`src/hdl/pp_pkg.sv`:
```
// Shared types and constants for the 1D particle push block.
package pp_pkg;

	localparam int GRID_POINTS_DEF = 1024;

	localparam logic [31:0] ACCEL_RST       = 32'd0;
	localparam logic [30:0] TIME_STEP_RST   = 31'd65536;
	localparam logic [30:0] INV_CELL_RST    = 31'd65536;
	localparam logic [30:0] DOMAIN_LEN_RST  = 31'd65536;
	localparam logic [30:0] ENERGY_SCL_RST  = 31'd32768;
	localparam logic [30:0] FLUX_SCL_RST    = 31'd65536;
	localparam logic [30:0] EFLUX_SCL_RST   = 31'd65536;

	localparam logic [30:0] MAX31 = '1;
	localparam logic [46:0] MAX47 = '1;
	localparam logic [47:0] MAX48 = '1;

	localparam logic KIND_PARTICLE = 1'b0;
	localparam logic KIND_REPORT   = 1'b1;

	localparam logic ACC_FLUX  = 1'b0;
	localparam logic ACC_EFLUX = 1'b1;

	typedef enum logic [1:0] {
		FUNC_LOAD   = 2'd0,
		FUNC_PUSH   = 2'd1,
		FUNC_REPORT = 2'd2,
		FUNC_UNUSED = 2'd3
	} func_t;

	typedef enum logic [2:0] {
		REG_ACCEL       = 3'd0,
		REG_TIME_STEP   = 3'd1,
		REG_INV_CELL    = 3'd2,
		REG_DOMAIN_LEN  = 3'd3,
		REG_ENERGY_SCL  = 3'd4,
		REG_FLUX_SCL    = 3'd5,
		REG_EFLUX_SCL   = 3'd6
	} reg_t;

	typedef struct packed {
		logic busy;
		logic done;
	} unit_stat_t;

endpackage

```
`src/hdl/pp_isqrt.sv`:
```
// Bit-serial integer square root of a 64-bit value, one result bit per cycle.
module pp_isqrt (
	input  logic               clk,
	input  logic               arst_n,
	input  logic               start,
	input  logic [63:0]        radicand,
	output pp_pkg::unit_stat_t stat,
	output logic [31:0]        root
);
	import pp_pkg::*;

	logic        busy_q;
	logic        done_q;
	logic [4:0]  cnt_q;
	logic [33:0] rem_q;
	logic [31:0] root_q;
	logic [63:0] data_q;
	logic [35:0] rem_sh;
	logic [35:0] trial;
	logic        fit;

	assign rem_sh = {rem_q, data_q[63:62]};
	assign trial  = {2'b00, root_q, 2'b01};
	assign fit    = rem_sh >= trial;

	always_ff @(posedge clk or negedge arst_n) begin
		if (!arst_n) begin
			busy_q <= 1'b0;
			done_q <= 1'b0;
			cnt_q  <= '0;
		end else begin
			done_q <= 1'b0;
			if (start) begin
				busy_q <= 1'b1;
				cnt_q  <= 5'd31;
			end else if (busy_q) begin
				cnt_q <= cnt_q - 5'd1;
				if (cnt_q == 5'd0) begin
					busy_q <= 1'b0;
					done_q <= 1'b1;
				end
			end
		end
	end

	always_ff @(posedge clk) begin
		if (start) begin
			data_q <= radicand;
			rem_q  <= '0;
			root_q <= '0;
		end else if (busy_q) begin
			data_q <= {data_q[61:0], 2'b00};
			rem_q  <= fit ? 34'(rem_sh - trial) : rem_sh[33:0];
			root_q <= {root_q[30:0], fit};
		end
	end

	assign stat.busy = busy_q;
	assign stat.done = done_q;
	assign root      = root_q;

endmodule

```
`config.mk`:
```
export PLATFORM = sky130hd
export DESIGN_NAME = pp_isqrt
export DESIGN_NICKNAME = d
export VERILOG_FILES = /design/src/hdl/pp_pkg.sv /design/src/hdl/pp_isqrt.sv
export SDC_FILE = /design/constraint.sdc
export NUM_CORES = 1
export LEC_CHECK = 0
export BUFFER_PORTS_ARGS = -buffer_cell sky130_fd_sc_hd__buf_2
export CORE_AREA = 2 2 131 228
export CTS_CLUSTER_SIZE = 28
export DETAILED_ROUTE_END_ITERATION = 8
export DIE_AREA = 0 0 133 230
export RECOVER_POWER = 25
export REMOVE_ABC_BUFFERS = 1
export SLEW_MARGIN = 20
export SYNTH_ARGS = -nofsm -noshare
export SYNTH_HDL_FRONTEND = slang
export SYNTH_SLANG_ARGS = --single-unit
```
`constraint.sdc`:
```
create_clock -name clk -period 4.1 [get_ports clk]
set_input_delay 0 -clock clk [delete_from_list [all_inputs] [get_ports clk]]
set_output_delay 0 -clock clk [all_outputs]
set_load 0.01 [all_outputs]
```
== Yosys cells after proc, flatten, opt, wreduce, memory -nomap -nowiden ==
Index checks and enable logic that the tools add are counted.

* Output and inout port bits: 34
* Flip-flop bits (word level): 137

* $add $sub $neg: 2
* Order comparisons: 1
* Mux-type cells: 11
* Reduce and logical (&&, ||, !) cells: 2

{| class="wikitable"
|+ Operators by type and width
! kind !! number
|-
| 64-bit two-way mux || 2
|-
| 36-bit by 34-bit >= comparator with 1-bit output || 1
|-
| 34-bit two-way mux || 1
|-
| 34-bit subtractor || 1
|-
| 5-bit two-way mux || 2
|-
| 1-bit two-way mux || 6
|-
| 5-bit zero test || 1
|-
| 5-bit by 1-bit subtractor with 5-bit output, second input constant || 1
|-
| 2-bit nonzero test || 1
|}

== Longest topological paths before layout ==
Gate-level depths: netlist of run 1.

* Word-level depth: 4
* Gate-level depth with buffers: 13
* Gate-level depth less buffers: 11

== Least setup slack after synthesis of run 1 ==
OpenSTA, ideal clock, no wires.

* Kind: flip-flop to flip-flop
* Start: register root_q[6], in the netlist root[6]
* End: register rem_q[32]
* Cell stages (with the launch flop): 12
* Buffers on the path: 0
* Arrival time: 3,108 ps
* Clock period less this slack: 3,199 ps
* Setup slack: 901 ps
* Path through: dfxtp_1 > inv_1 > ha_1 > nand4_1 > or2_1 > a21oi_2 > nor2_2 > o41a_1 > a211o_1 > a21o_1 > or4_1 > a311oi_1

* Longest elaborated chain between the ends: 2
* Elaborated cells on any way between the ends: 3

{| class="wikitable"
|+ Ends and longest elaborated chain
! item !! line !! RTL
|-
| start, declared || pp_isqrt.sv:16 || <nowiki>logic [31:0] root_q;</nowiki>
|-
| start signal, assigned || pp_isqrt.sv:54 || <nowiki>root_q <= {root_q[30:0], fit};</nowiki>
|-
| 34-bit subtractor / 36-bit by 34-bit >= comparator with 1-bit output (equally long branches) || pp_isqrt.sv:53, pp_isqrt.sv:24 ||
|-
| 34-bit two-way mux (*) || pp_isqrt.sv:53 || <nowiki>rem_q <= fit ? 34'(rem_sh - trial) : rem_sh[33:0];</nowiki>
|-
| end signal, assigned || pp_isqrt.sv:53 ||
|-
| end, declared || pp_isqrt.sv:15 || <nowiki>logic [33:0] rem_q;</nowiki>
|}

Mark *: on every way between the ends. The rest lies on a longest branch, timed or not.
A chain may end at the register's enable or synchronous reset.

== Final worst setup path of run 1 ==
Same ends and word-level chain as after synthesis.

==> impl_results.md, run 1 <==
- Number of search-and-repair iterations in the first detailed-routing pass: 5
- Distinct cells, synth: 58
- WS Path Type: reg2reg
- Seq cells post-synth: between 100 and 150
- Cells after synthesis: around 750
- Leakage power figure: 4.08 nW
- Post-placement cell count: approximately 1,200
- Worst ir drop on vdd: 0.305 mV
- Floorplan row count: 82
- Worst slew margin relative to its limit: -0.402
- Type of destination of the critical path: flip-flop
- Standard cell core area: 28,600 um^2
- Deepest level of the CTS H-tree: 4
- CP max FO: 7
- Setup skew after layout: 0.00891 ns
- Max-cap check violation count: 2
- Placement-stage worst setup slack: 0.674 ns
- Syn Std Cell Area: 7630 um^2
- Slack of the worst reg-to-reg path: 0.61 ns
- Number of I/O pins: 101
- Antenna violations before repair: 0
- Number of global-route vias before repair: 6,389
- Number of enable flip-flop cells after synthesis: 64
- CP Data Required Time: 4.42 ns
- Final count of pins violating max slew: 147
- Overall power of the completed layout: 6.31 mW
- Filler cell count in the final layout: 2,863
- Count of vias placed by the detailed router: around 6,100
- Share of post-route cells with drive strength above 1: 0.190
- RR Startpoint: root[6]
- Routed wire per std cell: 14.7 um
- GRT Total Usage: 0.127
- Buffers on Ports: 100
- Minimum clock period: 3.49 ns
- Inserted Clock Buffers: 17
- Area contributors post-synth: edfxtp_1, dfxtp_1, mux2_2, mux2i_1, ha_1
- Yosys top cell area share: 0.252
- Detailed-placement wirelength estimate: 13.2 mm
- Buffer depth of the longest clock path: 2
- DRC marker count from the first detailed-route iteration: 214
- Cell type with the largest total area after synthesis: edfxtp_1
- TritonCTS clock tree: yes
- Setup repair bufs after CTS: 0
- Top-count cell post-synth: nor2_1
- Root buffer selected by CTS: clkbuf_16
- Footprint of the flip-flops and latches: 3420 um^2
- Clock latency of the later-clocked register in the worst-skew pair: 0.44 ns
- Aggregate routed wire length: ~19 mm
- Share of synthesized flip-flops with an asynchronous set or reset: 0.0511
- Footprint of the multi-input gates: 3850 um^2
- Most used flip-flop cell after synthesis: dfxtp_1
- Crit path launch type: flip-flop
- Hold Crit Class: in2reg
- Global placement routability congestion: 0.873
- Sequential cell area fraction in the yosys report: 0.448
- Startpoint of the lowest-slack hold path: radicand[5]
- Outcome: finished with violations
- Total of endpoints with negative setup slack in the final report: 0
- Vertical die dimension: 230 um
- Synthesis Warnings: 0
- Effective utilization at floorplan: 0.267
- Period utilisation layout: 0.850
- Residual overflow from global routing: 0
- Nets: between 1,000 and 1,500
- Wire length of the first global-routing pass: 31.0 mm
- Maximum number of pins on one net before global-route repair: 92
- Final Instance Count excl. Fillers: between 1,000 and 1,500
- Residual antenna-violating net count after detailed routing: 0
- Worst endpoint data arrival time: 3.80 ns
- DR DRC count: 0
- Average via count per standard cell: 4.74
- Highest Clock Rate: about 290 MHz
- Setup Total Neg Slack: 0 ns
- Layout area overhead: 26.7%
- Crit path setup slack, layout: 0.615 ns
- Count of final hold-check violations: 0
- Worst-Margin Slew: 2.10 ns
- Total number of clock tree sinks: 137
- Total power per unit cell area: about 650 nW/um^2
- Clock-pin transition on the worst setup and hold timing paths: 0.07 ns
- N_diodes: 0
- Number of gates resized after cts: 0
- DIE AREA: 30,600 um^2
- RSZ-0062 raised after global routing: false
- Mean post-synth cell area: 10.1 um^2
- Die width: approximately 130 um
- List of most frequent post-synthesis cells: nor2_1, dfxtp_1, edfxtp_1, mux2_2, mux2i_1
- Critical Path Start: root[6]
- Failing checks: capacitance limit, slew limit
[power by group]
group          internal (mW)  switching (mW)
Clock                  0.800           0.682
Combinational           1.37            1.70
Sequential              1.65           0.122
Total                   3.82            2.50
[per-stage QoR]
stage	utilization	hold slack (ns)	instance area [um^2]
floorplan	-	-0.296	7440
global placement	0.297	-0.150	8500
detailed placement	0.297	-0.147	8500
CTS	0.340	0.353	9730
global route	0.338	0.392	9670
finish	0.338	0.392	9670
[repair_timing]
action,4_1_cts,5_1_grt
endpoints found under the setup margin,0,0
hold endpoints to repair,73,0
hold buffers,67,0
[path summary, 6_finish.rpt]
path                              to  cells past startpoint
min in group asynchronous   cnt_q[3]                      3
max reg2reg                rem_q[32]                     11
min reg2reg                rem_q[33]                      2
max in group asynchronous   cnt_q[4]                      3
max                        rem_q[32]                     11
min                        data_q[5]                      3
[critical path: stages (launching register included)]
cell	delay, ns
dfxtp_1	0.38
inv_1	0.06
ha_1	0.40
nand4_1	0.15
or2_1	0.29
a21oi_2	0.17
nor2_2	0.08
o41a_1	0.40
a211o_1	0.42
a21o_1	0.20
or4_1	0.52
a311oi_1	0.31
[cells by family (layout without fill, tap and decap cells)]
family | Yosys count | after routing | share of synthesized area
mux | 113 | 113 | 0.158
xor+xnor | 31 | 31 | 0.0356
flops | 137 | 137 | 0.448
buf+inv | 94 | 255 | 0.0480
fa+ha+maj | 36 | 36 | 0.0590
simple gates | 192 | 192 | 0.120
compound gates | 150 | 150 | 0.131
[metal layers]
| layer | track usage | vias up | wire length, um |
|---|---|---|---|
| met5 | 0 | - | 0 |
| met4 | 0.0719 | 0 | 667 |
| met3 | 0.0293 | 41 | 702 |
| met2 | 0.238 | 140 | 10200 |
| met1 | 0.126 | 2908 | 7400 |
| li1 | - | 3033 | - |
[placed cells by master, fill, tap and decap left out, types with 4 or more instances in the layout]
| cell | count |
|---|---|
| a211oi_1 | 22 |
| a21o_1 | 19 |
| a21oi_1 | 34 |
| a311oi_1 | 11 |
| a31oi_1 | 4 |
| and3_1 | 5 |
| buf_2 | 65 |
| buf_4 | 7 |
| clkbuf_1 | 35 |
| clkbuf_16 | 17 |
| dfrtp_1 | 7 |
| dfxtp_1 | 66 |
| dlygate4sd3_1 | 67 |
| edfxtp_1 | 64 |
| ha_1 | 36 |
| inv_1 | 48 |
| inv_6 | 7 |
| mux2_2 | 62 |
| mux2i_1 | 51 |
| nand2_1 | 46 |
| nand2b_1 | 8 |
| nand3_1 | 16 |
| nand4_1 | 13 |
| nor2_1 | 69 |
| nor2b_1 | 5 |
| nor3_1 | 6 |
| o21ai_0 | 30 |
| o21bai_1 | 4 |
| xnor2_1 | 19 |
| xor2_1 | 12 |
[final cells by class]
| cell class | instances | share of cell area |
|---|---|---|
| Clock inverter | 14 | 0.0132 |
| Sequential cell | 137 | 0.354 |
| Clock buffer | 18 | 0.0444 |
| Inverter | 48 | 0.0186 |
| Tap cell | 378 | 0.0489 |
| Multi-Input combinational cell | 522 | 0.399 |
| Timing Repair Buffer | 175 | 0.123 |
[state kept, by name (all words and copies together), names as in the netlist]
signal,cells
cnt_q,5
data_q,64
done_q,1
root,32
busy_q,1
rem_q,34
Power figures use the tool's default switching activity.
==> run 2: changes to the inputs <==
==> constraint.sdc (replaced) <==
create_clock -name clk -period 3.4 [get_ports clk]
set_input_delay 0 -clock clk [delete_from_list [all_inputs] [get_ports clk]]
set_output_delay 0 -clock clk [all_outputs]
set_load 0.01 [all_outputs]
==> impl_results.md, run 2 (synthesis gave the netlist of run 1 again) <==
- Sequential power share: 0.280
- Chain of cells forming the critical path: inv_1 -> ha_1 -> buf_4 -> a21oi_1 -> o21ai_0 -> a32oi_1 -> a21oi_1 -> o21ai_0 -> a21oi_1 -> o21ai_0 -> xor2_1 -> o21ai_0
- GRT Total Usage: 0.131
- Final count of pins violating max slew: 0
- Aggregate routed wire length: 19.7 mm
- Crit path launch type: flip-flop
- Deepest level of the CTS H-tree: 4
- Setup repair bufs after CTS: 0
- Part of the power in the clock network: 0.224
- Share of post-route cells with drive strength above 1: 0.205
- Global placement routability congestion: 0.862
- Startpoint of the lowest-slack hold path: radicand[2]
- Effective utilization at floorplan: 0.267
- Worst endpoint data arrival time: 3.58 ns
- Overall power of the completed layout: 7.64 mW
- Reg with most FFs: data_q
- Hold Crit Class: in2reg
- Worst slew margin relative to its limit: 0.216
- Floorplan row count: 82
- Minimum clock period: 3.27 ns
- Combinational power share: 0.496
- Standard cell core area: 28,600 um^2
- Count of vias placed by the detailed router: 6,067
- Worst Hold Path Cells: 3
- Nets: 1,012
- Buffer depth of the longest clock path: 2
- Layout area overhead: 27.8%
- Commonest non-fill, non-tap cell in the layout: nor2_1
- Root buffer selected by CTS: clkbuf_16
- Most common cell type on the critical path: o21ai_0
- Outcome: complete, no violations
- Average via count per standard cell: 4.67
- WS Path Type: reg2reg
- Footprint of the flip-flops and latches: between 3000 and 4000 um^2
- Clock latency of the later-clocked register in the worst-skew pair: 0.44 ns
- Worst hold margin: approximately 0.39 ns
- Destination of the worst hold path: data_q[2]
- Total of endpoints with negative setup slack in the final report: 0
- Commonest cells after routing, fill and taps aside: nor2_1, dlygate4sd3_1, buf_2, edfxtp_1, dfxtp_1
- R2R cell count: 12
- Antenna violations before repair: 0
- Critical Path Max Stage Delay: 0.50 ns
- Highest Clock Rate: 306 MHz
- DR DRC count: 0
- Maximum number of pins on one net before global-route repair: 64
- Net Switching: about 3.0 mW
- N_diodes: 0
- Internal power summed over all cells: 4.64 mW
- Number of search-and-repair iterations in the first detailed-routing pass: 4
- Number of global-route vias before repair: approximately 6,400
- Detailed-placement wirelength estimate: about 14 mm
- RR Startpoint: root[6]
- Wire length of the first global-routing pass: 31.7 mm
- Number of I/O pins: 101
- Type of destination of the critical path: flip-flop
- TritonCTS clock tree: yes
- RSZ-0062 raised after global routing: false
- Total power per unit cell area: between 700 and 800 nW/um^2
- Routed wire per std cell: 15.2 um
- CP Data Required Time: ~3.7 ns
- Filler cell count in the final layout: 2,908
- Cell family contributing the most delay on the critical path: compound AO/OA/AOI/OAI gates
- Leakage power figure: 4.12 nW
- Standard cell with the maximum stage delay on the critical path: o21ai_0
- Worst-Margin Slew: 1.18 ns
- Share of total power consumed by net switching: 0.392
- Residual antenna-violating net count after detailed routing: 0
- Footprint of the multi-input gates: 3890 um^2
- DIE AREA: roughly 31,000 um^2
- DRC marker count from the first detailed-route iteration: 179
- Total number of clock tree sinks: 137
- Inserted Clock Buffers: 17
- Period utilisation layout: 0.961
- Buf+Inv Stages, Crit Path: 2
- Residual overflow from global routing: 0
- Buffers on Ports: 100
- Max-cap check violation count: 0
- CP max FO: 6
- Die width: 133 um
- Worst ir drop on vdd: 0.476 mV
- Clock-pin transition on the worst setup and hold timing paths: 0.06 ns
- Count of final hold-check violations: 0
- Setup skew after layout: about 0.0096 ns
- Endpoint of the most critical register-to-register path: rem_q[31]
- Slack of the worst reg-to-reg path: 0.13 ns
- Largest register FFs: 64
- Vertical die dimension: 230 um
-- run 2: changes by cell type in the layout (fill, tap and decap cells not counted), sizes merged --
cell / delta
clkinv: +4
buf: +11
clkinvlp: -1
clkbuf: -1
inv: -5
-- run 2: power by group through the flow --
stage          Combinational [mW]  Sequential, mW  Clock (mW)
5_1_grt                      4.13            2.17        1.81
6_report                     3.79            2.14        1.71
2_1_floorplan                2.72            2.12           0
3_3_place_gp                 3.65            2.17           0
3_5_place_dp                 3.69            2.17           0
4_1_cts                      3.77            2.14        1.76
-- run 2: routing by layer --
metal / wire length, um / part of all wire / vias to the layer above / global-route usage
li1: - / - / 3033 / -
met1: 7440 / 0.38 / 2861 / 0.126
met2: 10600 / 0.54 / 124 / 0.246
met3: 756 / 0.038 / 49 / 0.0317
met4: 892 / 0.045 / 0 / 0.0800
met5: 0 / 0 / - / 0
-- run 2: through the flow --
step           setup TNS [ns]  cells  worst slack [ns]  utilization  cell area [um^2]
6_report                    0   1300             0.133        0.341              9750
5_1_grt                     0   1300           0.00300        0.341              9750
4_1_cts                     0   1300            0.0648        0.341              9760
3_5_place_dp                0   1201            0.0858        0.299              8560
3_3_place_gp                0   1201             0.227        0.299              8560
2_1_floorplan          -42.42    707            -0.477            -              7440
-- run 2: layout make-up --
cell class	instances	area share
multi-input cells	522	0.398
clock buffers	20	0.0448
flip-flops and latches	137	0.351
clock inverters	12	0.00924
inverters	48	0.0185
repair buffers	183	0.130
well taps	378	0.0485
-- run 2: timing repair --
action,in CTS,in global routing
hold buffers,67,0
endpoints found under the hold margin,80,0
resized for setup,0,7
setup endpoints to repair,0,27
-- run 2: worst max path at each step --
stage	from	end	slack (ns)	depth (start not counted)
after floorplan	busy_q	data_q[0]	-0.48	1
after global placement	root[8]	rem_q[32]	0.23	11
after detailed placement	root[7]	rem_q[32]	0.09	11
after CTS	root[7]	rem_q[32]	0.06	11
after global routing	root[2]	rem_q[32]	0.003	11
final	root[6]	rem_q[31]	0.13	12
-- run 2: worst register-to-register path, stage by stage (launching register included) --
cell	delay (ns)
dfxtp_1	0.38
inv_1	0.06
ha_1	0.31
buf_4	0.16
a21oi_1	0.14
o21ai_0	0.14
a32oi_1	0.31
a21oi_1	0.22
o21ai_0	0.50
a21oi_1	0.24
o21ai_0	0.36
xor2_1	0.20
o21ai_0	0.11
