===== config.mk =====
export PLATFORM = sky130hd
export DESIGN_NAME = pp_div
export DESIGN_NICKNAME = d
export VERILOG_FILES = /design/src/hdl/pp_pkg.sv /design/src/hdl/pp_div.sv
export SDC_FILE = /design/constraint.sdc
export NUM_CORES = 1
export LEC_CHECK = 0
export BUFFER_PORTS_ARGS = -buffer_cell sky130_fd_sc_hd__buf_2
export CAP_MARGIN = 40
export CORE_MARGIN = 5
export CORE_UTILIZATION = 60
export DETAILED_ROUTE_END_ITERATION = 7
export HOLD_SLACK_MARGIN = 0.15
export PLACE_DENSITY = 0.93
export REMOVE_ABC_BUFFERS = 1
export SKIP_LAST_GASP = 1
export SYNTH_ARGS = -nofsm -noshare
export SYNTH_HDL_FRONTEND = slang
export SYNTH_SLANG_ARGS = --single-unit

===== constraint.sdc =====
create_clock -name clk -period 7.4 [get_ports clk]
set_input_delay 0.74 -clock clk [delete_from_list [all_inputs] [get_ports clk]]
set_output_delay 0.74 -clock clk [all_outputs]
set_load 0.02 [all_outputs]

===== src/hdl/pp_pkg.sv =====
// Shared types and constants for the 1D particle push block.
package pp_pkg;

	localparam int GRID_POINTS_DEF = 1024;

	localparam logic [31:0] ACCEL_RST       = 32'd0;
	localparam logic [30:0] TIME_STEP_RST   = 31'd65536;
	localparam logic [30:0] INV_CELL_RST    = 31'd65536;
	localparam logic [30:0] DOMAIN_LEN_RST  = 31'd65536;
	localparam logic [30:0] ENERGY_SCL_RST  = 31'd32768;
	localparam logic [30:0] FLUX_SCL_RST    = 31'd65536;
	localparam logic [30:0] EFLUX_SCL_RST   = 31'd65536;

	localparam logic [30:0] MAX31 = '1;
	localparam logic [46:0] MAX47 = '1;
	localparam logic [47:0] MAX48 = '1;

	localparam logic KIND_PARTICLE = 1'b0;
	localparam logic KIND_REPORT   = 1'b1;

	localparam logic ACC_FLUX  = 1'b0;
	localparam logic ACC_EFLUX = 1'b1;

	typedef enum logic [1:0] {
		FUNC_LOAD   = 2'd0,
		FUNC_PUSH   = 2'd1,
		FUNC_REPORT = 2'd2,
		FUNC_UNUSED = 2'd3
	} func_t;

	typedef enum logic [2:0] {
		REG_ACCEL       = 3'd0,
		REG_TIME_STEP   = 3'd1,
		REG_INV_CELL    = 3'd2,
		REG_DOMAIN_LEN  = 3'd3,
		REG_ENERGY_SCL  = 3'd4,
		REG_FLUX_SCL    = 3'd5,
		REG_EFLUX_SCL   = 3'd6
	} reg_t;

	typedef struct packed {
		logic busy;
		logic done;
	} unit_stat_t;

endpackage


===== src/hdl/pp_div.sv =====
// Restoring divider giving the 17-bit quotient (|vz| << 16) / speed, one bit per cycle.
module pp_div (
	input  logic               clk,
	input  logic               arst_n,
	input  logic               start,
	input  logic [31:0]        avz,
	input  logic [31:0]        divisor,
	output pp_pkg::unit_stat_t stat,
	output logic [16:0]        quo
);
	import pp_pkg::*;

	logic        busy_q;
	logic        done_q;
	logic [4:0]  cnt_q;
	logic [31:0] rem_q;
	logic [31:0] div_q;
	logic [16:0] feed_q;
	logic [16:0] quo_q;
	logic [32:0] rem_sh;
	logic        fit;

	assign rem_sh = {rem_q, feed_q[16]};
	assign fit    = rem_sh >= {1'b0, div_q};

	always_ff @(posedge clk or negedge arst_n) begin
		if (!arst_n) begin
			busy_q <= 1'b0;
			done_q <= 1'b0;
			cnt_q  <= '0;
		end else begin
			done_q <= 1'b0;
			if (start) begin
				busy_q <= 1'b1;
				cnt_q  <= 5'd16;
			end else if (busy_q) begin
				cnt_q <= cnt_q - 5'd1;
				if (cnt_q == 5'd0) begin
					busy_q <= 1'b0;
					done_q <= 1'b1;
				end
			end
		end
	end

	always_ff @(posedge clk) begin
		if (start) begin
			rem_q  <= {1'b0, avz[31:1]};
			feed_q <= {avz[0], 16'd0};
			div_q  <= divisor;
			quo_q  <= '0;
		end else if (busy_q) begin
			rem_q  <= fit ? 32'(rem_sh - {1'b0, div_q}) : rem_sh[31:0];
			feed_q <= {feed_q[15:0], 1'b0};
			quo_q  <= {quo_q[15:0], fit};
		end
	end

	assign stat.busy = busy_q;
	assign stat.done = done_q;
	assign quo       = quo_q;

endmodule


## Word level (Yosys, flattened, before mapping)

Index checks and enable logic that the tools add are counted.

| operators by class | value |
|---|---|
| reduce and logical (&&, ||, !) cells | 2 |
| multiplexer cells | 13 |
| add/subtract/negate cells | 2 |
| order comparisons | 1 |

Operators with widths:

| operator | number |
|---|---|
| $mux 31 | 2 |
| $mux 17 | 2 |
| $ge 33x32->1 | 1 |
| $mux 32 | 1 |
| $sub 32x32->32 | 1 |
| $mux 5 | 2 |
| $mux 1 | 6 |
| $logic_not 5->1 | 1 |
| $sub 5x1->5 const B | 1 |
| $reduce_bool 2->1 | 1 |

| storage, ports and cells | value |
|---|---|
| output and inout bits | 19 |
| word-level logic and storage cells | 26 |
| input port bits | 67 |
| register bits | 89 |

## Depth between registers and ports, before layout

Gate-level depths: netlist of the first run.

| logic depth | value |
|---|---|
| depth after elaboration | 4 |
| mapped depth | 14 |
| mapped depth without buffers | 13 |

## Worst setup path after synthesis of the first run

Ideal clock, no wire load.

| timing path | value |
|---|---|
| path type | reg-to-reg |
| from | reg rem_q[8] |
| to | reg rem_q[0], data pin |
| cell stages (with the launch flop) | 14 |
| slack | 4.734 ns |
| data arrival time | 2.406 ns |
| path through | edfxtp_1 ha_1 buf_2 nand4_1 a211oi_2 o21ai_2 a21oi_2 o21ai_2 a31oi_4 or2_1 buf_6 buf_12 a21oi_2 mux2_4 |

| between the ends | value |
|---|---|
| cells in the longest elaborated chain, start to end | 4 |

RTL lines:

| item | line | text |
|---|---|---|
| start, declared | pp_div.sv:16 | `logic [31:0] rem_q;` |
| start signal, assigned | pp_div.sv:48 | `rem_q <= {1'b0, avz[31:1]};` |
| start signal, assigned | pp_div.sv:53 | `rem_q <= fit ? 32'(rem_sh - {1'b0, div_q}) : rem_sh[31:0];` |
| $ge 33x32->1 | pp_div.sv:24 | `assign fit = rem_sh >= {1'b0, div_q};` |
| $mux 32 | pp_div.sv:53 |  |
| $mux 31 | pp_div.sv:52 | `end else if (busy_q) begin` |
| $mux 31 | pp_div.sv:47 | `if (start) begin` |

Every way passes these cells. The select of a mux whose other input is x is not followed.
A chain may end at the register's enable or synchronous reset.

## Worst setup path in the final report of the first run

| timing path | value |
|---|---|
| from | reg rem_q[15] |
| to | reg rem_q[16], data pin |

| between the ends | value |
|---|---|
| cells in the longest elaborated chain, start to end | 4 |
| elaborated cells between the ends (all ways) | 5 |

RTL lines:

| item | line |
|---|---|
| $sub 32x32->32 / $ge 33x32->1 (equally long branches) | pp_div.sv:53, pp_div.sv:24 |
| $mux 32 (*) | pp_div.sv:53 |
| $mux 31 (*) | pp_div.sv:52 |
| $mux 31 (*) | pp_div.sv:47 |

Mark *: on every way between the ends. The rest lies on a longest branch, timed or not. The select of a mux whose other input is x is not followed.

==> impl_metrics.yaml, run 1 <==
run_status:
  outcome: "complete, no violations"
placed_design:
  dp_slack_ns: 3.92
  gp_congestion: 0.863
  dp_cells: 722
  hpwl_um: 8930
  io_buffers: 85
synthesis:
  ys_seq_area_share_pct: 45.6
  yosysWarnings: 0
  async_flop_share_pct: 7.87
  synth.avg_cell_area_um2: 9.79
  ys_types: 60
  ys.flop_type: "edfxtp_1"
  syn_inst: 550
  syn_area_um2: 5380
  synth-seq-cells: 89
  synth_edf_count: 64
die:
  io_pins: 86
  start_util_pct: 61.7
  die_h_um: 105
  die-area_um2: 11000
  core-area_um2: 8720
  die_w_um: 105
  row_count: 34
layout:
  final_cell_mix: "85 x buf_2, 64 x edfxtp_1, 60 x nor2_1"
  area_growth_pct: 12.3
  register_area_um2: 2460
  layout-drive-gt1-share_pct: 19.4
  antenna_cells: 0
  nFillCells: 664
  multi_input_area_um2: 2630
  instances_no_fill: 738
  num-nets-final: 727
  final_common_cell: "buf_2"
pwr:
  peakVddDrop_mv: 0.164
  power_density_nw_per_um2: 405
  p_leak_nw: 2.78
setup_path:
  arrival_ns: 3.69
  cp-end-kind: "flop"
  crit_slowest_cell: "or2_1"
  rr_endpoint: "rem_q[16]"
  crit_chain: "ha_1, nand2_1, o21ai_1, a21oi_1, o21ai_1, o21ai_2, a31oi_4, or2_1, buf_4, mux2i_1, a21oi_1"
  worstRegToRegCells: 11
  regToRegSetupSlack_ns: 3.85
  worstSetupPathType: "flop to flop"
  cp-start-kind: "flop"
  required_ns: 7.53
  critPathMaxStageDelay_ns: 0.57
  cp-startpoint: "rem_q[15]"
  r2r_start: "rem_q[15]"
  critPathMaxFanout: 18
  critPathCapture: "rem_q[16]"
cts:
  h-tree-depth: 3
  cts_setup_buffers: 0
  post_cts_resize_count: 0
  ctsHoldBuffers: 0
  clock_path_buffers: 2
  cts_buffers: 9
  clk_pin_slew_ns: 0.10
  cts_root_buffer: "clkbuf_8"
  cts_tree: "yes"
  insertion_delay_ns: 0.38
  cts_num_sinks: 89
detailed_routing:
  drt_wl_total_um: 12300
  wl_per_cell_um: 16.6
  num_vias: 4303
  drtIter0Drc: 241
  dr.pass1.iters: 5
  drc: 0
  avgViaCountPerCell: 5.83
  ant_nets: 0
timing:
  hold_violations: 0
  slew_headroom_pct: 45.3
  rsz0062_at_grt: "no"
  postLayoutSetupSlackWorst_ns: 3.85
  min_period_ns: 3.55
  fin_skew_ns: 0.0133
  timing.fmax_mhz: 281
  slew_violations: 0
  tightest_slew_ns: 0.820
  final.setup.tns_ns: 0
  period_share_pct: 48.0
  finalSetupViolations: 0
grt:
  grt_max_degree: 74
  grt_pass1_vias: 4445
  grt_pass1_wl_um: 20600
  antenna_found_initial: 0
  grt_overflow_total: 0
  grt_use_total_pct: 22.7
min_path:
  hold_class: "input port to asynchronous set/reset pin"
flow_run:
  drv_cap: 0
-- where the power goes --
group	internal [mW]	switching [mW]	leakage [nW]	total [mW]
clock	0.133	0.204	0.100	0.336
combinational	0.562	0.773	1.80	1.34
sequential	0.696	0.0792	0.875	0.775
-- synth_stat cells (3+ instances only) --
library cell / instances / share of area, %
buf_2: 3 / 0.28
nand2b_1: 6 / 0.70
nand3_1: 13 / 1.2
nand2_1: 40 / 2.8
xnor2_1: 22 / 3.6
dfrtp_1: 7 / 3.3
xor2_1: 6 / 0.98
o21a_1: 4 / 0.56
mux2i_1: 31 / 5.8
nor3_1: 4 / 0.37
a21oi_1: 54 / 5.0
clkbuf_1: 15 / 1.0
nand4_1: 6 / 0.70
o21bai_1: 4 / 0.56
a211oi_1: 7 / 0.98
ha_1: 34 / 7.9
dfxtp_1: 18 / 6.7
inv_1: 41 / 2.9
o21ai_1: 7 / 0.65
nor2_1: 60 / 4.2
a21o_1: 9 / 1.3
edfxtp_1: 64 / 36
a31oi_1: 7 / 0.81
o21ai_0: 29 / 2.7
or3_1: 3 / 0.35
buf_4: 3 / 0.42
and3_1: 5 / 0.58
-- kinds of logic (layout without fill, tap and decap cells) --
family,Yosys count,count (layout),synth area share (%)
buf+inv,68,148,5.60
xor+xnor,28,28,4.55
fa+ha+maj,35,35,8.27
flops,89,89,45.6
compound gates,144,144,16.7
simple gates,154,154,13.2
mux,32,32,6.04
-- sequential cells by signal (all words and copies together), names as in the netlist --
signal and flops:
feed_q 1, rem_q 32, done_q 1, cnt_q 5, div_q 32, quo 17
busy_q 1
-- through the flow --
step	hold slack, ns	util, %	cell area, µm²	power (mW)
after global routing	0.157	69.3	6050	2.62
final	0.169	69.3	6050	2.45
after detailed placement	0.480	67.1	5850	2.09
after CTS	0.162	69.3	6050	2.43
after global placement	0.473	66.8	5820	2.01
after floorplan	0.444	-	5240	1.77
-- critical path, delay by kind of cell, from the launching register on --
| kind | cells | cell delay [ns] |
|---|---|---|
| and+or+nand+nor | 2 | 0.69 |
| buffers and inverters | 1 | 0.40 |
| DFF | 1 | 0.42 |
| AOI/OAI and AO/OA | 6 | 1.09 |
| muxes | 1 | 0.26 |
| adders and majority gates | 1 | 0.44 |
-- area by class of cell --
type                    instances  area share [%]
well taps                     108            2.23
repair buffers                 90            7.92
clock inverters                 7            1.14
multi-input cells             393            43.4
inverters                      42            2.61
flip-flops and latches         89            40.6
clock buffers                   9            2.05
-- layer usage --
metal,routed length [µm],part of all wire (%),GRT usage (%),up-vias
met5,0,0,0,-
li1,-,-,-,2115
met3,885,7.2,6.17,26
met1,5350,44,28.7,2000
met4,240,2.0,7.67,0
met2,5810,47,37.5,162
-- worst min path at each step --
| stage | end | slack (ns) | cells after the start |
|---|---|---|---|
| finish | cnt_q[2] | 0.17 | 1 |
| global route | cnt_q[0] | 0.16 | 1 |
| CTS | cnt_q[0] | 0.16 | 1 |
| floorplan | busy_q | 0.44 | 0 |
| detailed placement | quo[16] | 0.48 | 2 |
| global placement | quo[16] | 0.47 | 2 |
Power figures use the tool's default switching activity.
==> run 2, diff against run 1 <==
--- a/config.mk
+++ b/config.mk
@@ -8,10 +8,10 @@
 export BUFFER_PORTS_ARGS = -buffer_cell sky130_fd_sc_hd__buf_2
 export CAP_MARGIN = 40
 export CORE_MARGIN = 5
-export CORE_UTILIZATION = 60
+export CORE_UTILIZATION = 52
 export DETAILED_ROUTE_END_ITERATION = 7
 export HOLD_SLACK_MARGIN = 0.15
-export PLACE_DENSITY = 0.93
+export PLACE_DENSITY = 0.86
 export REMOVE_ABC_BUFFERS = 1
 export SKIP_LAST_GASP = 1
 export SYNTH_ARGS = -nofsm -noshare
==> constraint.sdc (replaced) <==
create_clock -name clk -period 2.9 [get_ports clk]
set_input_delay 0.29 -clock clk [delete_from_list [all_inputs] [get_ports clk]]
set_output_delay 0.29 -clock clk [all_outputs]
set_load 0.02 [all_outputs]
==> run 2 against run 1 <==
Non-clock buffer count up 49. Utilization is 3.4 points lower. Combinational power grew to 2.9 times the previous value. Worst setup slack got worse by 3.7 ns. Sequential power grew to 2.6 times the previous value. Die area grew 14%. Maximum frequency increased by 28%. Critical endpoint is now rem_q[22]. Largest cell class unchanged.
==> impl_metrics.yaml, run 2 (synthesized netlist as in run 1, its figures left out) <==
detailed_routing:
  wl_per_cell_um: 15.7
  drt_wl_total_um: 12800
  avgViaCountPerCell: 5.49
  drc: 0
  dr.pass1.iters: 5
  drtIter0Drc: 224
  ant_nets: 0
  num_vias: 4472
min_path:
  hold_class: "input port to flop"
  min_delay_path_depth: 3
  min_from: "avz[28]"
  hold_end: "rem_q[27]"
grt:
  grt_use_total_pct: 19.9
  met2_usage_pct: 31.6
  grt_use_met1_pct: 25.9
  gr-usage-met3_pct: 6.20
  grt_busiest_layer: "met2"
  grt_max_degree: 51
  grt_pass1_vias: 4503
  grt_overflow_total: 0
  antenna_found_initial: 0
  grt_pass1_wl_um: 20400
die:
  core-area_um2: 10200
  die-area_um2: 12500
  io_pins: 86
  row_count: 37
  start_util_pct: 52.6
  die_h_um: 112
  die_w_um: 112
setup_path:
  required_ns: 3.03
  regToRegSetupSlack_ns: 0.12
  cp-start-kind: "flop"
  worstSetupPathType: "flop to flop"
  cp-end-kind: "flop"
  arrival_ns: 2.91
  worstRegToRegCells: 13
  critPathMaxFanout: 5
  r2r_start: "feed_q[16]"
  rr_endpoint: "rem_q[22]"
placed_design:
  dp_slack_ns: -0.0530
  hpwl_um: 8700
  gp_congestion: 0.860
  io_buffers: 85
  dpl_cell_area_um2: 5970
layout:
  final_cell_mix: "85 x buf_2, 64 x edfxtp_1, 60 x nor2_1"
  antenna_cells: 0
  finish.instance_area_um2: 6740
  nFillCells: 782
  final_common_cell: "buf_2"
  register_area_um2: 2460
  layout-drive-gt1-share_pct: 25.0
  multi_input_area_um2: 2800
  area_growth_pct: 25.2
  num-nets-final: 776
  fin_util_pct: 65.9
timing:
  finalSetupViolations: 0
  slew_violations: 0
  fin_skew_ns: 0.0119
  period_share_pct: 95.8
  min_period_ns: 2.78
  hold_violations: 0
  tightest_slew_ns: 0.837
  timing.fmax_mhz: 360
  slew_headroom_pct: 44.2
  rsz0062_at_grt: "yes"
  postLayoutSetupSlackWorst_ns: 0.121
cts:
  cts_buffers: 9
  clock_path_buffers: 2
  cts_num_sinks: 89
  cts_root_buffer: "clkbuf_8"
  cts_tree: "yes"
  insertion_delay_ns: 0.38
  h-tree-depth: 3
  clk_pin_slew_ns: 0.09
pwr:
  p_leak_nw: 3.01
  power_density_nw_per_um2: 999
  peakVddDrop_mv: 0.596
run_status:
  outcome: "complete, no violations"
flow_run:
  drv_cap: 0
## run 2: layout make-up
| class | instances | share of cell area [%] |
|---|---|---|
| inverters | 42 | 2.34 |
| clock buffers | 12 | 2.47 |
| clock inverters | 4 | 0.482 |
| multi-input cells | 393 | 41.6 |
| well taps | 136 | 2.52 |
| flip-flops and latches | 89 | 36.4 |
| repair buffers | 139 | 14.2 |
## run 2: power breakdown
part | leakage [nW] | switching [mW] | total [mW] | internal, mW
registers | 0.875 | 0.222 | 2.00 | 1.78
logic | 2.03 | 2.09 | 3.87 | 1.79
clock network | 0.103 | 0.465 | 0.859 | 0.394
## run 2: per-stage QoR
step	power [mW]	hold WS, ns	setup TNS (ns)	std cells
floorplan	4.52	-0.00559	-4.33	524
global placement	5.29	0.129	0	759
detailed placement	5.40	0.131	-0.0530	759
CTS	6.33	0.170	0	808
global route	7.21	0.184	-0.237	815
finish	6.73	0.189	0	815
## run 2: worst max-delay path: stages, from the launching register on
cell	delay [ns]
edfxtp_1	0.41
inv_1	0.07
ha_1	0.14
inv_1	0.06
fa_2	0.38
a21o_1	0.18
nand3_1	0.09
a311o_1	0.22
a21boi_2	0.11
o21ba_2	0.21
o21a_1	0.18
or3_1	0.31
nand3_1	0.08
a31oi_1	0.08
## run 2: worst max-delay path by stage
| stage | startpoint | endpoint |
|---|---|---|
| global route | feed_q[16] | rem_q[22] |
| global placement | rem_q[10] | rem_q[0] |
| floorplan | rem_q[8] | rem_q[29] |
| CTS | rem_q[15] | rem_q[28] |
| finish | feed_q[16] | rem_q[22] |
| detailed placement | feed_q[16] | rem_q[30] |
## run 2: metal layers
layer	share of wire [%]	wire length (µm)
met5	0	0
met3	7.0	893
met4	1.8	224
met2	47	5970
met1	44	5680
## run 2: timing repair
item,CTS,global route
setup buffers,0,6
endpoints found under the hold margin,39,0
endpoints found under the setup margin,2,29
cloned,0,1
pin swaps,0,14
hold buffers,33,0
resized for setup,3,33
==> run 3, diff against run 2 <==
--- a/config.mk
+++ b/config.mk
@@ -7,11 +7,12 @@
 export LEC_CHECK = 0
 export BUFFER_PORTS_ARGS = -buffer_cell sky130_fd_sc_hd__buf_2
 export CAP_MARGIN = 40
+export CORE_ASPECT_RATIO = 1.2
 export CORE_MARGIN = 5
-export CORE_UTILIZATION = 52
+export CORE_UTILIZATION = 57
 export DETAILED_ROUTE_END_ITERATION = 7
 export HOLD_SLACK_MARGIN = 0.15
-export PLACE_DENSITY = 0.86
+export PLACE_DENSITY = 0.89
 export REMOVE_ABC_BUFFERS = 1
 export SKIP_LAST_GASP = 1
 export SYNTH_ARGS = -nofsm -noshare
==> constraint.sdc (replaced) <==
create_clock -name clk -period 3.1 [get_ports clk]
set_input_delay 0.31 -clock clk [delete_from_list [all_inputs] [get_ports clk]]
set_output_delay 0.31 -clock clk [all_outputs]
set_load 0.02 [all_outputs]
==> run 3 against run 2 <==
Critical path depth down 1. Die area decreased by 7.9%. Combinational power shrank 7.0%. Maximum frequency fell by 6.4%. Utilization rose by 7.0 points. Largest power group unchanged.
==> impl_metrics.yaml, run 3 (synthesized netlist as in run 1, its figures left out) <==
placed_design:
  dp_slack_ns: -0.0218
  dpl_cell_area_um2: 6080
  io_buffers: 85
  hpwl_um: 9090
  gp_congestion: 0.934
timing:
  tightest_slew_ns: 0.846
  period_share_pct: 95.8
  rsz0062_at_grt: "yes"
  postLayoutSetupSlackWorst_ns: 0.129
  slew_headroom_pct: 43.6
  hold_violations: 0
  timing.fmax_mhz: 337
  final.setup.tns_ns: 0
  min_period_ns: 2.97
  fin_skew_ns: 0.0119
  finalSetupViolations: 0
  slew_violations: 0
flow_run:
  drv_cap: 0
cts:
  cts_num_sinks: 89
  insertion_delay_ns: 0.38
  cts_root_buffer: "clkbuf_8"
  clk_pin_slew_ns: 0.10
  cts_tree: "yes"
  cts_buffers: 9
  clock_path_buffers: 2
  cts_setup_buffers: 0
  h-tree-depth: 3
setup_path:
  critPathMaxFanout: 20
  rr_endpoint: "rem_q[25]"
  worstSetupPathType: "flop to flop"
  required_ns: 3.21
  r2r_start: "rem_q[24]"
  cp-startpoint: "rem_q[24]"
  cp-start-kind: "flop"
  arrival_ns: 3.08
  worstRegToRegCells: 12
  regToRegSetupSlack_ns: 0.13
  cp-end-kind: "flop"
pwr:
  power_mw: 6.21
  peakVddDrop_mv: 0.525
  p_leak_nw: 3.05
  power_density_nw_per_um2: 934
layout:
  finish.instance_area_um2: 6660
  area_growth_pct: 23.6
  fin_util_pct: 72.9
  num-nets-final: 786
  final_common_cell: "buf_2"
  layout-drive-gt1-share_pct: 22.8
  antenna_cells: 0
  final_cell_mix: "85 x buf_2, 64 x edfxtp_1, 60 x nor2_1"
die:
  die-area_um2: 11500
  die_h_um: 116
  io_pins: 86
  core-area_um2: 9130
  row_count: 38
  die_w_um: 98.7
  start_util_pct: 59.0
detailed_routing:
  dr.pass1.iters: 5
  wl_per_cell_um: 16.3
  drt_wl_total_um: 13200
  drc: 0
  num_vias: 4571
  avgViaCountPerCell: 5.65
  drtIter0Drc: 274
  ant_nets: 0
grt:
  antenna_found_initial: 0
  grt_max_degree: 72
  grt_use_total_pct: 23.3
  grt_overflow_total: 0
  grt_pass1_vias: 4633
  grt_pass1_wl_um: 21600
min_path:
  min_from: "avz[3]"
  min_delay_path_depth: 3
  hold_class: "input port to flop"
  hold_end: "rem_q[2]"
run_status:
  outcome: "complete, no violations"
-- run 3: cell types whose count changed in the layout (fill, tap and decap cells not counted), sizes merged --
| cell | before | now |
|---|---|---|
| buf | 105 | 116 |
| clkbuf | 13 | 10 |
| inv | 44 | 46 |
-- run 3: layout make-up --
cell class | instances | area (µm²)
Sequential cell | 89 | 2460
Tap cell | 120 | 150
Clock inverter | 6 | 47.5
Inverter | 42 | 158
Clock buffer | 10 | 128
Timing Repair Buffer | 149 | 1020
Multi-Input combinational cell | 393 | 2690
Fill cell | 683 | 2470
-- run 3: metrics by stage --
step	cells	hold slack, ns
4_1_cts	809	0.199
3_5_place_dp	760	0.148
3_3_place_gp	758	0.146
6_report	809	0.215
5_1_grt	809	0.197
2_1_floorplan	524	0.0144
-- run 3: how the worst max path moves through the flow --
| stage | to | slack, ns | cells after the start |
|---|---|---|---|
| 6_report | rem_q[25] | 0.13 | 12 |
| 5_1_grt | rem_q[28] | -0.03 | 12 |
| 4_1_cts | rem_q[11] | 0.03 | 11 |
| 3_5_place_dp | rem_q[30] | -0.02 | 13 |
| 3_3_place_gp | rem_q[11] | -0.002 | 11 |
| 2_1_floorplan | rem_q[29] | -0.04 | 10 |
-- run 3: per-layer routing --
| metal | track usage [%] | routed length, µm |
|---|---|---|
| met4 | 9.56 | 322 |
| met2 | 40.8 | 6660 |
| met1 | 28.1 | 5370 |
| met3 | 5.08 | 806 |
| met5 | 0 | 0 |
-- run 3: what timing repair did --
action / 4_1_cts / 5_1_grt
endpoints found under the setup margin: 8 / 19
endpoints found under the hold margin: 39 / 0
resized for setup: 2 / 14
hold buffers: 33 / 0
pin swaps: 0 / 4
-- run 3: power breakdown --
group          leakage, nW  internal (mW)  switching (mW)
clock network       0.0921          0.302           0.457
logic                 2.08           1.64            1.97
registers            0.875           1.66           0.189
-- run 3: critical path: stages (launching register included) --
cell	delay, ns
edfxtp_1	0.43
ha_1	0.39
nand2_1	0.13
nor2_1	0.25
nand3_1	0.14
nor3_1	0.20
o21ai_2	0.11
a31oi_4	0.19
buf_4	0.19
or2_4	0.16
buf_12	0.17
mux2i_1	0.26
a21oi_1	0.09
